## src/rtl/ecev_pkg.sv

```systemverilog
// Package for the easing curve evaluator.
// Widths, Q30 constants, curve codes and shared arithmetic helpers.
// No dependencies.
package ecev_pkg;

    localparam int FRAC_BITS = 16;
    localparam int SPAN_W    = 16;
    localparam int PROG_W    = 17;
    localparam int PROG_FRAC = 16;
    localparam int OUT_W     = 17;
    localparam int SEL_W     = 4;

    localparam int Q_BITS    = 30;
    localparam int Q30_W     = 34;
    localparam int PQ_SHIFT  = Q_BITS - PROG_FRAC;

    localparam int CV_SHIFT  = Q_BITS - FRAC_BITS;
    localparam int CV_W      = FRAC_BITS + 2;
    localparam int PROD_W    = SPAN_W + CV_W;

    localparam int SINE_STEPS = 5;
    localparam int SINE_LAT   = 4 + 3 * SINE_STEPS;
    localparam int SQRT_STEPS = Q_BITS + 1;
    localparam int SQRT_LAT   = 1 + SQRT_STEPS;
    localparam int POLY_LAT   = 3;
    localparam int LAT_CURVE  = SQRT_LAT;

    localparam int ROOT_W   = 2 * Q_BITS + 2;
    localparam int SQ_SHIFT = 2 * Q_BITS - 2 * PROG_FRAC;

    typedef logic signed [Q30_W-1:0] q30_t;
    typedef logic [Q_BITS:0]         uq30_t;

    localparam logic [PROG_W-1:0] PROG_ONE = PROG_W'(1) << PROG_FRAC;
    localparam q30_t  ONE_Q30     = q30_t'(1) <<< Q_BITS;
    localparam uq30_t ONE_U       = uq30_t'(1) << Q_BITS;
    localparam uq30_t HALF_PI_Q30 = 31'd1686629713;
    localparam q30_t  BACK_S_Q30  = 34'sd1827057613;
    localparam q30_t  BACK_S1_Q30 = 34'sd2900799437;

    typedef enum logic [SEL_W-1:0] {
        CURVE_LINEAR      = 4'd0,
        CURVE_SINE_IN_OUT = 4'd1,
        CURVE_HALF_SINE   = 4'd2,
        CURVE_OUT_BACK    = 4'd3,
        CURVE_CIRC_IN     = 4'd4,
        CURVE_CIRC_OUT    = 4'd5,
        CURVE_CUBIC_IN    = 4'd6,
        CURVE_CUBIC_OUT   = 4'd7,
        CURVE_QUINT_IN    = 4'd8,
        CURVE_QUINT_OUT   = 4'd9
    } curve_t;

    // Horner divisors of the sine series and floor(2^34 / d)
    function automatic logic [6:0] sine_div(input int idx);
        logic [6:0] d;
        case (idx)
            0:       d = 7'd110;
            1:       d = 7'd72;
            2:       d = 7'd42;
            3:       d = 7'd20;
            default: d = 7'd6;
        endcase
        return d;
    endfunction

    function automatic logic [31:0] sine_recip(input int idx);
        logic [31:0] m;
        case (idx)
            0:       m = 32'd156180628;
            1:       m = 32'd238609294;
            2:       m = 32'd409044504;
            3:       m = 32'd858993459;
            default: m = 32'd2863311530;
        endcase
        return m;
    endfunction

    // Q30 product, rounded half up
    function automatic q30_t mul_q30(input q30_t a, input q30_t b);
        logic signed [2*Q30_W-1:0] pr;
        pr = a * b;
        pr = pr + ((2*Q30_W)'(1) <<< (Q_BITS - 1));
        return q30_t'(pr >>> Q_BITS);
    endfunction

endpackage

```

## src/rtl/ecev_sqrt.sv

```systemverilog
// Pipelined floor square root of (1 - d^2) scaled to Q60, one result bit a stage.
// Q30 root taken from the last stage register. Depends on ecev_pkg.
module ecev_sqrt (
    input  logic                          clk,
    input  logic                          en,
    input  logic [ecev_pkg::PROG_W-1:0]   d,
    output ecev_pkg::uq30_t               root
);

    localparam int RW = ecev_pkg::ROOT_W;
    localparam int N  = ecev_pkg::SQRT_STEPS;

    logic [RW-1:0] rem0;
    logic [RW-1:0] v_reg    [0:N];
    logic [RW-1:0] res_reg  [0:N];
    logic [RW-1:0] v_next   [1:N];
    logic [RW-1:0] res_next [1:N];

    assign rem0 = ((RW'(ecev_pkg::PROG_ONE) * RW'(ecev_pkg::PROG_ONE)) - RW'(d) * RW'(d))
                  << ecev_pkg::SQ_SHIFT;

    always_comb
    begin
        for (int k = 1; k <= N; k++)
        begin
            if (v_reg[k-1] >= res_reg[k-1] + (RW'(1) << (2 * (N - k))))
            begin
                v_next[k]   = v_reg[k-1] - (res_reg[k-1] + (RW'(1) << (2 * (N - k))));
                res_next[k] = (res_reg[k-1] >> 1) + (RW'(1) << (2 * (N - k)));
            end
            else
            begin
                v_next[k]   = v_reg[k-1];
                res_next[k] = res_reg[k-1] >> 1;
            end
        end
    end

    always_ff @(posedge clk)
    begin
        if (en)
        begin
            v_reg[0]   <= rem0;
            res_reg[0] <= '0;
            for (int k = 1; k <= N; k++)
            begin
                v_reg[k]   <= v_next[k];
                res_reg[k] <= res_next[k];
            end
        end
    end

    assign root = res_reg[N][ecev_pkg::Q_BITS:0];

endmodule

```

## config.mk

```make
export PLATFORM = sky130hd
export DESIGN_NAME = ecev_sqrt
export DESIGN_NICKNAME = d
export VERILOG_FILES = /design/src/rtl/ecev_pkg.sv /design/src/rtl/ecev_sqrt.sv
export SDC_FILE = /design/constraint.sdc
export NUM_CORES = 2
export LEC_CHECK = 0
export ABC_AREA = 1
export BUFFER_PORTS_ARGS = -buffer_cell sky130_fd_sc_hd__clkbuf_2
export CAP_MARGIN = 20
export CORE_ASPECT_RATIO = 0.75
export CORE_MARGIN = 1.5
export CORE_UTILIZATION = 30
export CTS_BUF_LIST = sky130_fd_sc_hd__clkbuf_4
export DETAILED_ROUTE_END_ITERATION = 7
export REMOVE_ABC_BUFFERS = 1
export SLEW_MARGIN = 20
export SYNTH_ARGS = -nofsm -noshare
export SYNTH_HDL_FRONTEND = slang
export SYNTH_SLANG_ARGS = --single-unit
```

## constraint.sdc

```tcl
create_clock -name clk -period 9.7 [get_ports clk]
set_clock_uncertainty 0.2 [all_clocks]
set_input_delay 1.94 -clock clk [delete_from_list [all_inputs] [get_ports clk]]
set_output_delay 1.94 -clock clk [all_outputs]
set_load 0.01 [all_outputs]
```

# == Word level (Yosys, flattened, before mapping) ==
# Memories as Yosys holds them, arrays and structs flattened.
# Index checks and enable logic that the tools add are counted.
# op_classes
mul,1
muxes,64
order_cmp,31
addsub,94
# ops
op,count
$mux W62,62
$ge A62 B62 Y1,31
$sub A62 B62 Y62,31
$add A61 B1 Y62 const B,1
$add A61 B11 Y62 const B,1
$add A61 B13 Y62 const B,1
$add A61 B15 Y62 const B,1
$add A61 B17 Y62 const B,1
$add A61 B19 Y62 const B,1
$add A61 B21 Y62 const B,1
$add A61 B23 Y62 const B,1
$add A61 B25 Y62 const B,1
$add A61 B27 Y62 const B,1
$add A61 B29 Y62 const B,1
$add A61 B3 Y62 const B,1
$add A61 B31 Y62 const B,1
$add A61 B33 Y62 const B,1
$add A61 B35 Y62 const B,1
$add A61 B37 Y62 const B,1
$add A61 B39 Y62 const B,1
$add A61 B41 Y62 const B,1
$add A61 B43 Y62 const B,1
$add A61 B45 Y62 const B,1
$add A61 B47 Y62 const B,1
other kinds (44),45
# word_totals
mem_count,2
ram_bits,3968
wordCells,192
reg_bits,0
# mem_list
memory,depth,width,rd,rd_ports_with_merged_regs,wr,line_no,source
res_reg,32,62,32,0,32,ecev_sqrt.sv:15,logic [RW-1:0] res_reg [0:N];
v_reg,32,62,31,0,32,ecev_sqrt.sv:14,logic [RW-1:0] v_reg [0:N];

# == Depth between registers and ports, before layout ==
# An unclocked memory read counts as a cell.
# logic_depth
ltp_word,4
ltp_mapped,26
depth_no_buf,24

# == Worst setup path after synthesis ==
# Ideal clock, no wire load.
# synth_path
kind,in2reg
start,input port d[5] in the netlist's numbering
end,memory v_reg[0][52] in the netlist's numbering (data pin)
path_slack_ns,2.259
stages,22
arrival_ns,6.985
cell_sequence,clkbuf_1 -> clkbuf_1 -> nand2_1 -> fa_1 -> inv_1 -> fa_1 -> inv_1 -> fa_1 -> fa_1 -> fa_1 -> inv_1 -> fa_1 -> inv_1 -> ha_1 -> nand2_1 -> nor2_1 -> inv_1 -> nor2_1 -> a21boi_0 -> nor2_1 -> nand2_1 -> nand2_1
# synth_rtl
element,line_no,source
from (decl),ecev_sqrt.sv:6,"input logic [ecev_pkg::PROG_W-1:0] d,"
to (decl),ecev_sqrt.sv:14,

==> metrics.txt <==
startpoint types input port; final wirelength 346 mm; total grt overflow 0; largest net degree at the start of global routing 181; Final Wtd Congestion 0.955; die area 0.389 mm²; Tmin final 6610 ps; Max transition margin 28.0%; status finished clean; core area 0.384 mm²; CTS tree done; clk root buf clkbuf_4; worst path cell trace clkbuf_2 > nand2_1 > inv_1 > fa_1 > inv_1 > fa_1 > inv_1 > fa_1 > inv_1 > fa_1 > fa_1 > inv_1 > fa_1 > inv_1 > ha_1 > a21oi_1 > o21ai_0 > a21oi_1 > a21boi_0 > nand2_1 > nand2_1 > nand2_1; ratio of cells with drive above 1 in the final layout 6.32%; asr flop ratio synth 0%; worst-path fanout max 18; placed cell count 19,278; Die Ht 540 µm; total CTS buffers 422; CTS clk-pin slew, worst paths 70 ps; synth unique cells 57; all-layer global routing usage 17.1%; element type at the critical path end flip-flop; Initial Utilization 30.1%; peak supply drop 0.432 mV; crit-path max cell delay 540 ps; max reg flops 1,205; drt wl/cell 17.3 µm; final core utilization 33.1%; nets 15,481; busiest layer in global routing met1; Syn. warnings 0; Worst Hold Slack 134 ps; Detail Route Antenna Nets 0; Post-synth EDFFs 1,702; #FFs+latches synth 1,702; commonest register cell after synthesis edfxtp_1; most frequent cells in the layout 4,153 x nand2_1, 2,476 x inv_1, 1,702 x edfxtp_1, 1,402 x nor2_1, 750 x nand3_1; Crit Path Class in2reg; Slowest-stage cell, CP fa_1; pins over their slew limit 0; DRT Pass-1 Iters 6; max-cap viol count 0; pwr dens 254 mW/mm²; DRC 0; Hold Crit Class reg2reg; met2 Usage GRT 24.3%; Non-Filler Instances 20,031; global-route wire length before repair 520 mm; vias per cell 4.77; Clock Tree Buf Depth 4; Final period util 68.1%; Fin. Hold Viols 0; CP top delay family adder cells; Die Span X 719 µm; setup_tns 0 ps; Seq/Total Area, Yosys 44.3%; post-CTS resize count 0; number of port buffers 49; initial antenna violation count 20; Avg Cell Area, Syn 8.08 µm²; # H-tree levels 5; met3 Resource Use GR 4.09%; Setup Fix Bufs, Post-CTS 0; TritonCTS Sinks 1,702; row count 197; Iter 0 DRT Violations 9,474; detailed-route via count 95,645; f_max 151 MHz; Worst-Margin Slew 1080 ps; Worst Path Arrival 7450 ps; met1 Track Usage GR 26.0%; most common cell after layout, fill and taps aside nand2_1; worst endpoint required time 10,540 ps; Clock Latency Late Sink 1440 ps; Pleak 56.4 nW; area grow syn2layout 9.98%; Post-Syn Area 0.115 mm²; Gate Count Post-Synth 14,277; CP bufs+invs 7; RSZ-0062 raised after global routing no; DP Wirelength 277 mm; io pins 50; vias in the first global route 88,230; hold_buf cts 0; final setup fails 0
routing by layer:
metal	wire (µm)	vias up
li1	-	47380
met2	139000	3512
met3	33500	417
met5	78	-
met1	167000	44324
met4	6450	12
final timing paths:
check | depth (start not counted) | slack [ps] | endpoint | from
max | 22 | 3090 | v_reg[0][55] | d[6]
min | 0 | 130 | res_reg[1][653] | res_reg[1][592]
max reg2reg | 12 | 5160 | v_reg[1][762] | res_reg[1][711]
min reg2reg | 0 | 130 | res_reg[1][653] | res_reg[1][592]
Yosys cell counts (23+ instances only):
| cell | instances | area share (%) |
|---|---|---|
| nor4_1 | 83 | 0.45 |
| o21bai_1 | 37 | 0.24 |
| or2_2 | 53 | 0.29 |
| a21oi_1 | 683 | 3.0 |
| clkbuf_1 | 38 | 0.12 |
| nand4_1 | 236 | 1.3 |
| fa_1 | 216 | 3.7 |
| a21oi_2 | 62 | 0.47 |
| inv_1 | 2476 | 8.1 |
| buf_2 | 63 | 0.27 |
| buf_4 | 28 | 0.18 |
| o21ai_0 | 513 | 2.2 |
| xor2_1 | 157 | 1.2 |
| edfxtp_1 | 1702 | 44 |
| nor2_2 | 23 | 0.12 |
| nand2_1 | 4153 | 14 |
| xnor2_1 | 304 | 2.3 |
| nor3_1 | 183 | 0.79 |
| nand3b_1 | 129 | 0.84 |
| nor2_1 | 1402 | 4.6 |
| o21ai_1 | 138 | 0.60 |
| a21o_1 | 38 | 0.25 |
| ha_1 | 618 | 6.7 |
| nand3_1 | 750 | 3.3 |
power breakdown:
| part | internal [W] | switching [W] | leakage [nW] |
|---|---|---|---|
| registers | 0.0101 | 0.00109 | 16.1 |
| clock network | 0.00318 | 0.00311 | 3.22 |
| logic | 0.00497 | 0.00979 | 37.2 |
| total | 0.0182 | 0.0140 | 56.4 |
layout make-up:
type                       count  area [µm²]
fill                       40627      257000
multi-input combinational   9928       54100
sequential                  1702       51100
inverter                    2497        9380
tap                         5074        6350
clock buffer                 589        4420
clock inverter               151        1020
timing repair buffer          77         558
antenna                       13        32.5
through the flow:
step	total power, W	setup slack (ps)	area [µm²]
after floorplan	0.0212	2710	115000
after global placement	0.0259	1700	121000
after detailed placement	0.0258	1730	121000
after CTS	0.0323	3240	127000
after global routing	0.0348	2850	127000
final	0.0322	3090	127000
kinds of logic after synthesis:
logic type	after synthesis	synth area share [%]
buffers and inverters	2647	8.88
and+or+nand+nor	7093	25.7
AOI/OAI and AO/OA	1540	7.23
adders and majority gates	834	10.4
xor gates and xnor gates	461	3.50
DFF	1702	44.3
Note: power is estimated with default switching activity, not from simulation.
